File: src/hdl/assert_macros.svh
// ----------------------------------------------------------------------------
// assert_macros.svh
// Clocked assertion helpers; expect clk and arst_n in scope.
// ----------------------------------------------------------------------------
`ifndef ASSERT_MACROS_SVH
`define ASSERT_MACROS_SVH

// property checked at every rising clk edge outside reset
`define ASSERT_CLK(label, prop, msg) \
	label: assert property (@(posedge clk) disable iff (!arst_n) (prop)) else $error(msg);

// condition that must never hold outside reset
`define ASSERT_NEVER(label, cond, msg) \
	label: assert property (@(posedge clk) disable iff (!arst_n) !(cond)) else $error(msg);

`endif

File: src/hdl/wepsm_pkg.sv
// ----------------------------------------------------------------------------
// wepsm_pkg
// Types and constants of the wheel edge period speed meter.
// ----------------------------------------------------------------------------
`default_nettype none

package wepsm_pkg;

	localparam int NUM_CHANNELS_DEF = 2;

	localparam int DVD_W = 40;
	localparam int DVS_W = 32;
	localparam int SUM_W = 40;
	localparam int SPD_W = 32;
	localparam int CNT_W = 8;
	localparam int EMP_W = 4;
	localparam int TS_W  = 32;

	localparam logic [SPD_W-1:0] DIST_RESET    = 32'd547498667;
	localparam logic [EMP_W-1:0] TIMEOUT_RESET = 4'd10;
	localparam logic [EMP_W-1:0] EMPTY_MAX     = 4'd15;
	localparam logic [CNT_W-1:0] CNT_MAX       = 8'd255;

	localparam logic CMD_EDGE = 1'b0;
	localparam logic CMD_TICK = 1'b1;

	localparam logic REG_DIST    = 1'b0;
	localparam logic REG_TIMEOUT = 1'b1;

	typedef struct packed {
		logic            command;
		logic            channel;
		logic [TS_W-1:0] timestamp_us;
	} req_t;

	typedef struct packed {
		logic             out_channel;
		logic [CNT_W-1:0] edge_count;
		logic [SPD_W-1:0] speed;
		logic             last;
	} rsp_t;

endpackage

`default_nettype wire

File: src/hdl/wepsm_div.sv
// ----------------------------------------------------------------------------
// wepsm_div
// Restoring divider, one quotient bit per cycle, shared by edges and ticks.
// ----------------------------------------------------------------------------
`default_nettype none

module wepsm_div (
	input  wire logic                          clk,
	input  wire logic                          arst_n,
	input  wire logic                          start,
	input  wire logic [wepsm_pkg::DVD_W-1:0]   dividend,
	input  wire logic [wepsm_pkg::DVS_W-1:0]   divisor,
	output logic      [wepsm_pkg::DVD_W-1:0]   quotient,
	output logic                               busy,
	output logic                               done
);

	localparam int DVD_W = wepsm_pkg::DVD_W;
	localparam int DVS_W = wepsm_pkg::DVS_W;
	localparam int CW    = $clog2(DVD_W);

	logic [DVD_W-1:0] dvd_q;
	logic [DVS_W-1:0] dvs_q;
	logic [DVS_W-1:0] rem_q;
	logic [CW-1:0]    cnt_q;
	logic             busy_q;
	logic             done_q;

	logic [DVS_W:0]   rem_sh;
	logic [DVS_W:0]   rem_nx;
	logic             qbit;

	always_comb begin
		rem_sh = {rem_q, dvd_q[DVD_W-1]};
		qbit   = rem_sh >= {1'b0, dvs_q};
		rem_nx = qbit ? rem_sh - {1'b0, dvs_q} : rem_sh;
	end

	always_ff @(posedge clk or negedge arst_n) begin
		if (!arst_n) begin
			busy_q <= 1'b0;
			done_q <= 1'b0;
			cnt_q  <= '0;
		end else begin
			done_q <= 1'b0;
			if (start) begin
				busy_q <= 1'b1;
				cnt_q  <= CW'(DVD_W - 1);
			end else if (busy_q) begin
				cnt_q <= cnt_q - 1'b1;
				if (cnt_q == '0) begin
					busy_q <= 1'b0;
					done_q <= 1'b1;
				end
			end
		end
	end

	always_ff @(posedge clk) begin
		if (start) begin
			dvd_q <= dividend;
			dvs_q <= divisor;
			rem_q <= '0;
		end else if (busy_q) begin
			dvd_q <= {dvd_q[DVD_W-2:0], qbit};
			rem_q <= rem_nx[DVS_W-1:0];
		end
	end

	assign quotient = dvd_q;
	assign busy     = busy_q;
	assign done     = done_q;

endmodule

`default_nettype wire

File: src/hdl/wheel_edge_period_speed_meter.sv
// ----------------------------------------------------------------------------
// Edge: an edge item runs a 40-step divide of the distance by the interval,
// then the sum update; req_stall is high meanwhile.
// Tick: per channel, the shared divider averages the sum over the edge count
// when the channel saw edges; a channel without edges skips the divide.
// Reset: all channel state cleared, registers at defaults, no clearing pass.
// ----------------------------------------------------------------------------
// wheel_edge_period_speed_meter
// Per-channel period speed meter with averaged, held reports on each tick.
// ----------------------------------------------------------------------------
`default_nettype none

`include "assert_macros.svh"

module wheel_edge_period_speed_meter #(
	parameter int NUM_CHANNELS = wepsm_pkg::NUM_CHANNELS_DEF
) (
	input  wire logic                        clk,
	input  wire logic                        arst_n,
	input  wire logic                        req_valid,
	output logic                             req_stall,
	input  wire wepsm_pkg::req_t             req,
	output logic                             rsp_valid,
	input  wire logic                        rsp_stall,
	output wepsm_pkg::rsp_t                  rsp,
	input  wire logic                        cfg_we,
	input  wire logic                        cfg_idx,
	input  wire logic [wepsm_pkg::SPD_W-1:0] cfg_data
);

	localparam int CH_W    = (NUM_CHANNELS > 1) ? $clog2(NUM_CHANNELS) : 1;
	localparam int REPORTS = (NUM_CHANNELS < 2) ? NUM_CHANNELS : 2;
	localparam int SUM_W   = wepsm_pkg::SUM_W;
	localparam int SPD_W   = wepsm_pkg::SPD_W;
	localparam int CNT_W   = wepsm_pkg::CNT_W;
	localparam int EMP_W   = wepsm_pkg::EMP_W;
	localparam int TS_W    = wepsm_pkg::TS_W;
	localparam int DVD_W   = wepsm_pkg::DVD_W;
	localparam int DVS_W   = wepsm_pkg::DVS_W;

	localparam logic [2:0] ST_IDLE   = 3'd0;
	localparam logic [2:0] ST_EDIV   = 3'd1;
	localparam logic [2:0] ST_TSTART = 3'd2;
	localparam logic [2:0] ST_TDIV   = 3'd3;
	localparam logic [2:0] ST_TEMIT  = 3'd4;

	logic [2:0]       state_q;
	logic [CH_W-1:0]  ch_q;
	logic [TS_W-1:0]  stamp_q;
	logic [SPD_W-1:0] dist_q;
	logic [EMP_W-1:0] timeout_q;

	logic [TS_W-1:0]  prev_q  [NUM_CHANNELS];
	logic [CNT_W-1:0] edges_q [NUM_CHANNELS];
	logic [SUM_W-1:0] sum_q   [NUM_CHANNELS];
	logic [EMP_W-1:0] empty_q [NUM_CHANNELS];
	logic [SPD_W-1:0] held_q  [NUM_CHANNELS];

	logic             rsp_valid_q;
	wepsm_pkg::rsp_t  rsp_q;

	logic             acc;
	logic             edge_ok;
	logic [CH_W-1:0]  req_ch;
	logic [TS_W-1:0]  dt_raw;
	logic             div_start;
	logic [DVD_W-1:0] div_dvd;
	logic [DVS_W-1:0] div_dvs;
	logic [DVD_W-1:0] div_q;
	logic             div_busy;
	logic             div_done;
	logic [SUM_W:0]   sum_add;
	logic [EMP_W-1:0] empty_nx;
	logic [SPD_W-1:0] avg_sat;
	logic             report_en;
	logic             is_last;
	logic             out_free;

	always_comb begin
		acc       = req_valid && !req_stall;
		req_ch    = CH_W'(req.channel);
		edge_ok   = 32'(req.channel) < NUM_CHANNELS;
		dt_raw    = req.timestamp_us - prev_q[req_ch];
		sum_add   = {1'b0, sum_q[ch_q]} + (SUM_W + 1)'(div_q[SPD_W-1:0]);
		empty_nx  = (empty_q[ch_q] == wepsm_pkg::EMPTY_MAX) ? wepsm_pkg::EMPTY_MAX
		            : empty_q[ch_q] + 1'b1;
		avg_sat   = (|div_q[DVD_W-1:SPD_W]) ? '1 : div_q[SPD_W-1:0];
		report_en = {1'b0, ch_q} < (CH_W + 1)'(REPORTS);
		is_last   = ch_q == CH_W'(NUM_CHANNELS - 1);
		out_free  = !rsp_valid_q || !rsp_stall;

		div_start = 1'b0;
		div_dvd   = DVD_W'(dist_q);
		div_dvs   = (dt_raw == '0) ? DVS_W'(1) : dt_raw;
		if (acc && req.command == wepsm_pkg::CMD_EDGE && edge_ok) begin
			div_start = 1'b1;
		end else if (state_q == ST_TSTART && edges_q[ch_q] != '0) begin
			div_start = 1'b1;
			div_dvd   = sum_q[ch_q];
			div_dvs   = DVS_W'(edges_q[ch_q]);
		end
	end

	wepsm_div u_div (
		.clk      (clk),
		.arst_n   (arst_n),
		.start    (div_start),
		.dividend (div_dvd),
		.divisor  (div_dvs),
		.quotient (div_q),
		.busy     (div_busy),
		.done     (div_done)
	);

	always_ff @(posedge clk or negedge arst_n) begin
		if (!arst_n) begin
			dist_q    <= wepsm_pkg::DIST_RESET;
			timeout_q <= wepsm_pkg::TIMEOUT_RESET;
		end else if (cfg_we) begin
			unique case (cfg_idx)
				wepsm_pkg::REG_DIST:    dist_q    <= cfg_data;
				wepsm_pkg::REG_TIMEOUT: timeout_q <= cfg_data[EMP_W-1:0];
			endcase
		end
	end

	always_ff @(posedge clk or negedge arst_n) begin
		if (!arst_n) begin
			state_q     <= ST_IDLE;
			ch_q        <= '0;
			rsp_valid_q <= 1'b0;
			for (int i = 0; i < NUM_CHANNELS; i++) begin
				prev_q[i]  <= '0;
				edges_q[i] <= '0;
				sum_q[i]   <= '0;
				empty_q[i] <= '0;
				held_q[i]  <= '0;
			end
		end else begin
			if (rsp_valid_q && !rsp_stall) begin
				rsp_valid_q <= 1'b0;
			end
			unique case (state_q)
				ST_IDLE: begin
					if (acc) begin
						if (req.command == wepsm_pkg::CMD_TICK) begin
							ch_q    <= '0;
							state_q <= ST_TSTART;
						end else if (edge_ok) begin
							ch_q    <= req_ch;
							state_q <= ST_EDIV;
						end
					end
				end
				ST_EDIV: begin
					if (div_done) begin
						sum_q[ch_q]  <= sum_add[SUM_W] ? '1 : sum_add[SUM_W-1:0];
						if (edges_q[ch_q] != wepsm_pkg::CNT_MAX) begin
							edges_q[ch_q] <= edges_q[ch_q] + 1'b1;
						end
						prev_q[ch_q] <= stamp_q;
						state_q      <= ST_IDLE;
					end
				end
				ST_TSTART: begin
					if (edges_q[ch_q] == '0) begin
						empty_q[ch_q] <= empty_nx;
						if (empty_nx > timeout_q) begin
							held_q[ch_q] <= '0;
						end
						state_q <= ST_TEMIT;
					end else begin
						state_q <= ST_TDIV;
					end
				end
				ST_TDIV: begin
					if (div_done) begin
						held_q[ch_q]  <= avg_sat;
						empty_q[ch_q] <= '0;
						state_q       <= ST_TEMIT;
					end
				end
				ST_TEMIT: begin
					if (!report_en || out_free) begin
						if (report_en) begin
							rsp_valid_q <= 1'b1;
						end
						edges_q[ch_q] <= '0;
						sum_q[ch_q]   <= '0;
						if (is_last) begin
							state_q <= ST_IDLE;
						end else begin
							ch_q    <= ch_q + 1'b1;
							state_q <= ST_TSTART;
						end
					end
				end
				default: state_q <= ST_IDLE;
			endcase
		end
	end

	always_ff @(posedge clk) begin
		if (acc) begin
			stamp_q <= req.timestamp_us;
		end
		if (state_q == ST_TEMIT && report_en && out_free) begin
			rsp_q.out_channel <= ch_q[0];
			rsp_q.edge_count  <= edges_q[ch_q];
			rsp_q.speed       <= held_q[ch_q];
			rsp_q.last        <= {1'b0, ch_q} == (CH_W + 1)'(REPORTS - 1);
		end
	end

	assign req_stall = state_q != ST_IDLE;
	assign rsp_valid = rsp_valid_q;
	assign rsp       = rsp_q;

	`ASSERT_CLK(a_done_in_div, div_done |-> (state_q == ST_EDIV || state_q == ST_TDIV), "divider done outside a divide state")
	`ASSERT_CLK(a_idle_div_free, (state_q == ST_IDLE) |-> !div_busy, "divider busy while idle")
	`ASSERT_CLK(a_rsp_from_emit, $rose(rsp_valid) |-> $past(state_q) == ST_TEMIT, "result raised outside emit")

endmodule

`default_nettype wire

File: config.mk
export PLATFORM = sky130hd
export DESIGN_NAME = wheel_edge_period_speed_meter
export DESIGN_NICKNAME = d
export VERILOG_FILES = /design/src/hdl/wepsm_pkg.sv /design/src/hdl/wepsm_div.sv /design/src/hdl/wheel_edge_period_speed_meter.sv
export VERILOG_INCLUDE_DIRS = /design/src /design/src/hdl
export SDC_FILE = /design/constraint.sdc
export NUM_CORES = 1
export LEC_CHECK = 0
export ABC_AREA = 1
export CORE_UTILIZATION = 50
export DETAILED_ROUTE_END_ITERATION = 7
export DONT_BUFFER_PORTS = 1
export MAX_ROUTING_LAYER = met4
export PLACE_DENSITY_LB_ADDON = 0.1
export REMOVE_ABC_BUFFERS = 1
export SLEW_MARGIN = 20
export SYNTH_ARGS = -nofsm -noshare
export SYNTH_HDL_FRONTEND = slang
export SYNTH_SLANG_ARGS = --single-unit
export TNS_END_PERCENT = 100
File: constraint.sdc
create_clock -name clk -period 5.3 [get_ports clk]
set_input_delay 1.59 -clock clk [delete_from_list [all_inputs] [get_ports clk]]
set_output_delay 1.59 -clock clk [all_outputs]
set_load 0.005 [all_outputs]
==> results.cfg, run 1 <==
[clock_network]
post_cts_resized = 0
root_buffer = clkbuf_16
cts-buffers-inserted = 49
cts_tree = done
cts_buffer_depth = 3
cts_post_setup_buffers_inserted = 0
clk-insertion-delay-late_ns = 0.62
cts.reportedPaths.clkPinSlew_ns = 0.06
clock_sinks = 458
h-tree-depth = 2
postCtsHoldBufs = 0

[logic_synthesis]
synth_top_area_share_pct = 25.6
async_flop_share_pct = 61.4
yosys_warnings = 0
netlist_area_um2 = 26100
ys.flop_type = dfrtp_1
ys_ff_latch = 458
netlist_instances = 3374
synthTopCellsByArea = dfrtp_1, edfxtp_1, nand2_1, inv_1, o21ai_0
yosysMostFrequentCell = nand2_1
synth_seq_area_share_pct = 46.1
synth_edf_count = 145
yosys-top-cells-count = nand2_1, inv_1, o21ai_0
synth_area_per_cell_um2 = 7.75
synth.largest_area_cell = dfrtp_1
synth.distinct_cells = 51

[setup_path]
critPathCaptureType = flip-flop
cp.arrival_ns = 4.43
timing.rr.end = sum_q[45]$_DFFE_PN0P_
worstReg2RegStart = ch_q$_DFFE_PN0P_
cp-start-kind = flip-flop
path_class = reg -> reg
critical_path.max_fanout = 35
reg2reg_setup_slack_ns = 1.33
cp.required_ns = 5.76
rr_worst_depth = 14

[grt]
overflow = 0
grt_pass1_wl_um = 120000
antenna_found_initial = 3
grt_util_all_layers_pct = 29.5
grt_pass1_vias = 21000
grt_max_degree = 282

[pwr]
p_leak_nw = 13.5
powerDensity_nw_per_um2 = 616
ir_drop_mv = 0.329

[run]
maxCapViolCount = 0

[cells_and_area]
drive_gt1_share_pct = 5.67
design_area_um2 = 28400
fillers = 4950
area_growth_pct = 8.59
multi_input_area_um2 = 11900
ff_latch_area_um2 = 12000
nNetsFinal = 3527
fin_cells = 4068

[sta]
fmax_mhz = 252
rsz0062_at_grt = no
finClkSkew_ns = 0.0375
setup_viol = 0
period_needed_ns = 3.97
hold_violations = 0
setup_ws_ns = 1.33
timing.slew.headroom_pct = 26.5
finalMaxSlewViolations = 0
worstMarginPinSlew_ns = 1.10
fin_crit_sh_pct = 74.9

[detailed_routing]
routed_via_density = 5.46
antenna_left = 0
vias = 22200
drt-initial-drc-count = 1903
drc_errors = 0
drtPass1Iterations = 6
drt_wl_total_um = 75200
post_drt_wl_per_cell_um = 18.5

[floorplanning]
io_pins = 116
die-width_um = 231
die_h_um = 231
initial_core_util_pct = 50.8
num_rows = 83
dieArea_um2 = 53200
coreArea_um2 = 51500

[place]
place.port_buffers = 0
hpwl_um = 54800
dpl_cell_area_um2 = 26800
place.gp.congestion = 0.944
dp.cells = 3974
pre_cts_ws_ns = 1.17

[run_status]
status = finished, final reports clean

[hold_path]
hp-start = stamp_q[30]$_DFFE_PP_
min_path_cells = 2
holdCritPathClass = reg -> reg
holdPathEnd = prev_q[62]$_DFFE_PN0P_
## metrics by stage
stage	power (mW)	setup TNS (ns)	util, %	hold WS, ns
global route	18.9	0	55.1	0.460
floorplan	11.5	-393.71	-	0.437
detailed placement	14.0	0	52.0	0.453
finish	17.5	0	55.1	0.451
global placement	13.8	0	52.0	0.448
CTS	17.4	0	55.1	0.441
## cell families (layout without fill, tap and decap cells)
logic type	after synthesis	after routing	share of synthesized area, %
and+or+nand+nor	1560	1560	24.3
other	0	3	0
AOI/OAI and AO/OA	583	583	12.5
DFF	458	458	46.1
buffers and inverters	578	589	8.64
adders and majority gates	110	110	5.35
xor gates and xnor gates	54	54	1.81
muxes	31	31	1.34
## sequential cells by signal (all words and copies together), names as in the netlist, 4 cells and up
register        flops
u_div.quotient     40
u_div.cnt_q         6
empty_q             8
stamp_q            32
dist_q             32
u_div.rem_q        32
edges_q            16
held_q             64
prev_q             64
timeout_q           4
sum_q              80
u_div.dvs_q        32
rsp                41
## routing by layer
| metal | global-route usage (%) | vias to the layer above | routed length (um) |
|---|---|---|---|
| li1 | - | 10900 | - |
| met1 | 45.7 | 10600 | 38100 |
| met2 | 40.8 | 681 | 30700 |
| met3 | 4.36 | 71 | 5270 |
| met4 | 5.34 | 0 | 1080 |
| met5 | - | - | 0 |
## final cells by class
cell class | instances | area share [%]
inverters | 471 | 6.23
diodes | 3 | 0.0264
clock buffers | 64 | 4.62
multi-input cells | 2338 | 41.8
flip-flops and latches | 458 | 42.4
repair buffers | 27 | 0.873
well taps | 680 | 3.00
clock inverters | 27 | 0.987
## worst max-delay path, stage by stage (launching register included)
cell,delay (ns)
dfrtp_4,0.65
buf_4,0.31
o21ai_0,0.50
ha_1,0.38
a21oi_1,0.21
o21ai_0,0.18
a21oi_1,0.16
nand2_1,0.15
a21oi_1,0.29
o21ai_0,0.18
nand2_1,0.12
buf_4,0.29
nand3_1,0.15
nand2_1,0.08
o21ai_0,0.10
## cell usage in the layout (no fill, tap or decap), types with 20 or more instances in the layout
master / n
dfrtp_1: 266
o22ai_1: 73
xor2_1: 27
o211ai_1: 20
nand2_1: 1065
clkbuf_16: 49
edfxtp_1: 145
nand3_1: 151
a21oi_1: 125
dfxtp_1: 32
ha_1: 107
o21ai_0: 292
nor2_1: 230
inv_1: 466
buf_4: 24
nor3_1: 32
nand4_1: 20
xnor2_1: 27
mux2_2: 31
## worst max path at each step
stage / start / slack (ns) / cells after the start / endpoint
after floorplan: ch_q$_DFFE_PN0P_ / -2.18 / 9 / u_div.quotient[0]$_DFFE_PP_
after global placement: req[32] / 1.14 / 18 / u_div.dvs_q[0]$_DFFE_PN_
after detailed placement: req[32] / 1.17 / 19 / u_div.dvs_q[0]$_DFFE_PN_
after CTS: ch_q$_DFFE_PN0P_ / 1.43 / 13 / u_div.quotient[10]$_DFFE_PP_
after global routing: ch_q$_DFFE_PN0P_ / 1.09 / 15 / u_div.rem_q[31]$_SDFFE_PN0P_
final: ch_q$_DFFE_PN0P_ / 1.33 / 14 / sum_q[45]$_DFFE_PN0P_
## where the power goes
group | total, mW | switching, mW | internal (mW) | leakage (nW)
logic | 8.31 | 5.58 | 2.74 | 7.37
registers | 5.76 | 0.750 | 5.02 | 5.40
clock network | 3.41 | 1.50 | 1.91 | 0.767
Power figures use the tool's default switching activity.
==> run 2, diff against run 1 <==
clock period = 3.2 ns   (was 5.3 ns; I/O delays follow)
==> run 2 against run 1 <==
  * Clock power is 80% higher
  * Sequential power is 66% higher
  * Utilization is 5.3 points higher
  * Wire length is 4.5% higher
  * Total power is 87% higher
  * Die area stayed put
  * Sequential share of layout area is 3.7 points lower
  * Fmax is 26% higher
  * Critical endpoint is now sum_q[57]$_DFFE_PN0P_
  * Largest cell class is now multi-input combinational cells
==> results.cfg, run 2 (same netlist as run 1, synthesis figures left out) <==
[run_status]
status = finished, final reports clean

[hold_path]
holdCritPathClass = in -> async

[grt]
grt_pass1_wl_um = 123000
grt_util_all_layers_pct = 30.6
grt_max_degree = 184
overflow = 0
grt_pass1_vias = 22300
antenna_found_initial = 1

[clock_network]
h-tree-depth = 2
root_buffer = clkbuf_16
cts_buffer_depth = 3
cts-buffers-inserted = 50
clk-insertion-delay-late_ns = 0.65
cts_tree = done
cts.reportedPaths.clkPinSlew_ns = 0.07
clock_sinks = 458

[pwr]
powerDensity_nw_per_um2 = 1050
p_leak_nw = 15.0
ir_drop_mv = 0.614

[sta]
fin_crit_sh_pct = 98.0
setup_viol = 0
rsz0062_at_grt = yes
fmax_mhz = 319
finalMaxSlewViolations = 0
timing.slew.headroom_pct = 35.8
setup_ws_ns = 0.0626
hold_violations = 0
worstMarginPinSlew_ns = 0.963
period_needed_ns = 3.14
finClkSkew_ns = 0.0525

[cells_and_area]
nNetsFinal = 3787
largest_register_ffs = 80
final_cell_mix = nand2_1, inv_1, buf_4, dfrtp_1, o21ai_0
regMostFlops = sum_q
reg_top3 = sum_q (80), held_q (64), prev_q (64)
area_growth_pct = 19.0
drive_gt1_share_pct = 14.9
final_common_cell = nand2_1
fin_cells = 4328
fin_util_pct = 60.4

[setup_path]
cp.required_ns = 3.73
worstReg2RegStart = ch_q$_DFFE_PN0P_
critPathCaptureType = flip-flop
cp-start-kind = flip-flop
path_class = reg -> reg
reg2reg_setup_slack_ns = 0.06
critical_path.max_fanout = 24
crit_start = ch_q$_DFFE_PN0P_
cp.arrival_ns = 3.67

[place]
place.gp.congestion = 0.968
place.port_buffers = 0
pre_cts_ws_ns = -0.260
hpwl_um = 57500
dp.cells = 4215

[detailed_routing]
vias = 23200
routed_via_density = 5.37
drt_wl_total_um = 78600
drt-initial-drc-count = 1914
drc_errors = 0
drtPass1Iterations = 7
post_drt_wl_per_cell_um = 18.2
antenna_left = 0

[floorplanning]
io_pins = 116
num_rows = 83
dieArea_um2 = 53200
coreArea_um2 = 51500
die_h_um = 231
initial_core_util_pct = 50.8
die-width_um = 231

[run]
maxCapViolCount = 0
## run 2: cell count changes in the layout (fill, tap and decap cells not counted), sizes merged
cell         before  now
diode             3    1
clkinvlp          3    2
bufinv            3    7
clkbuf           64   65
buf              27  283
dlygate4sd3       0    2
## run 2: worst paths after layout
check                           cells after the start                      to
worst max register to register                     17   sum_q[57]$_DFFE_PN0P_
min in group clk                                    1        ch_q$_DFFE_PN0P_
worst min-delay path                                0   sum_q[69]$_DFFE_PN0P_
worst min register to register                      2  prev_q[38]$_DFFE_PN0P_
worst max-delay path                               17   sum_q[57]$_DFFE_PN0P_
max in group asynchronous                           1  held_q[53]$_DFFE_PN0P_
## run 2: through the flow
step           total power [mW]   TNS, ns  area, um2  hold slack [ns]
2_1_floorplan              19.0  -1271.76      25700            0.437
6_report                   32.7         0      31100           0.0785
3_3_place_gp               25.1     -6.36      28700            0.448
5_1_grt                    35.1     -3.16      31100           0.0411
4_1_cts                    31.9         0      30600           0.0141
3_5_place_dp               25.4    -15.63      28700            0.453
## run 2: layer usage
| layer | vias up | GRT usage (%) | share of wire [%] |
|---|---|---|---|
| met4 | 0 | 6.13 | 1.8 |
| li1 | 11400 | - | - |
| met3 | 94 | 5.05 | 7.4 |
| met2 | 731 | 43.3 | 42 |
| met5 | - | - | 0 |
| met1 | 11000 | 45.9 | 49 |
## run 2: where the power goes
part           switching [mW]  internal (mW)  total [mW]
combinational            10.3           6.75        17.1
sequential               1.23           8.31        9.54
clock                    2.50           3.63        6.13
## run 2: what timing repair did
action | in CTS | in global routing
pin swaps | 3 | 25
setup buffers | 4 | 8
hold endpoints to repair | 83 | 0
endpoints found under the setup margin | 133 | 144
gates resized for setup | 30 | 121
hold buffers | 3 | 0
cloned | 2 | 1
## run 2: cell type report
cell class,instances,area [um2]
Timing Repair Buffer,286,2370
Multi-Input combinational cell,2338,12300
Fill cell,4767,20400
Clock inverter,30,398
Tap cell,680,851
Antenna cell,1,2.50
Clock buffer,64,1380
Inverter,471,1770
Sequential cell,458,12000
## run 2: worst max-delay path, cell delays in order, from the launching register on
cell	delay (ns)
dfrtp_4	0.51
buf_12	0.17
buf_12	0.17
nand2_1	0.07
o21ai_0	0.09
buf_4	0.16
ha_4	0.28
buf_4	0.12
nand2_2	0.10
nor2_4	0.15
nand4_1	0.20
nor2_1	0.21
a21oi_1	0.12
buf_4	0.14
or2_2	0.28
nand3_2	0.10
nand2_1	0.05
o21ai_1	0.10
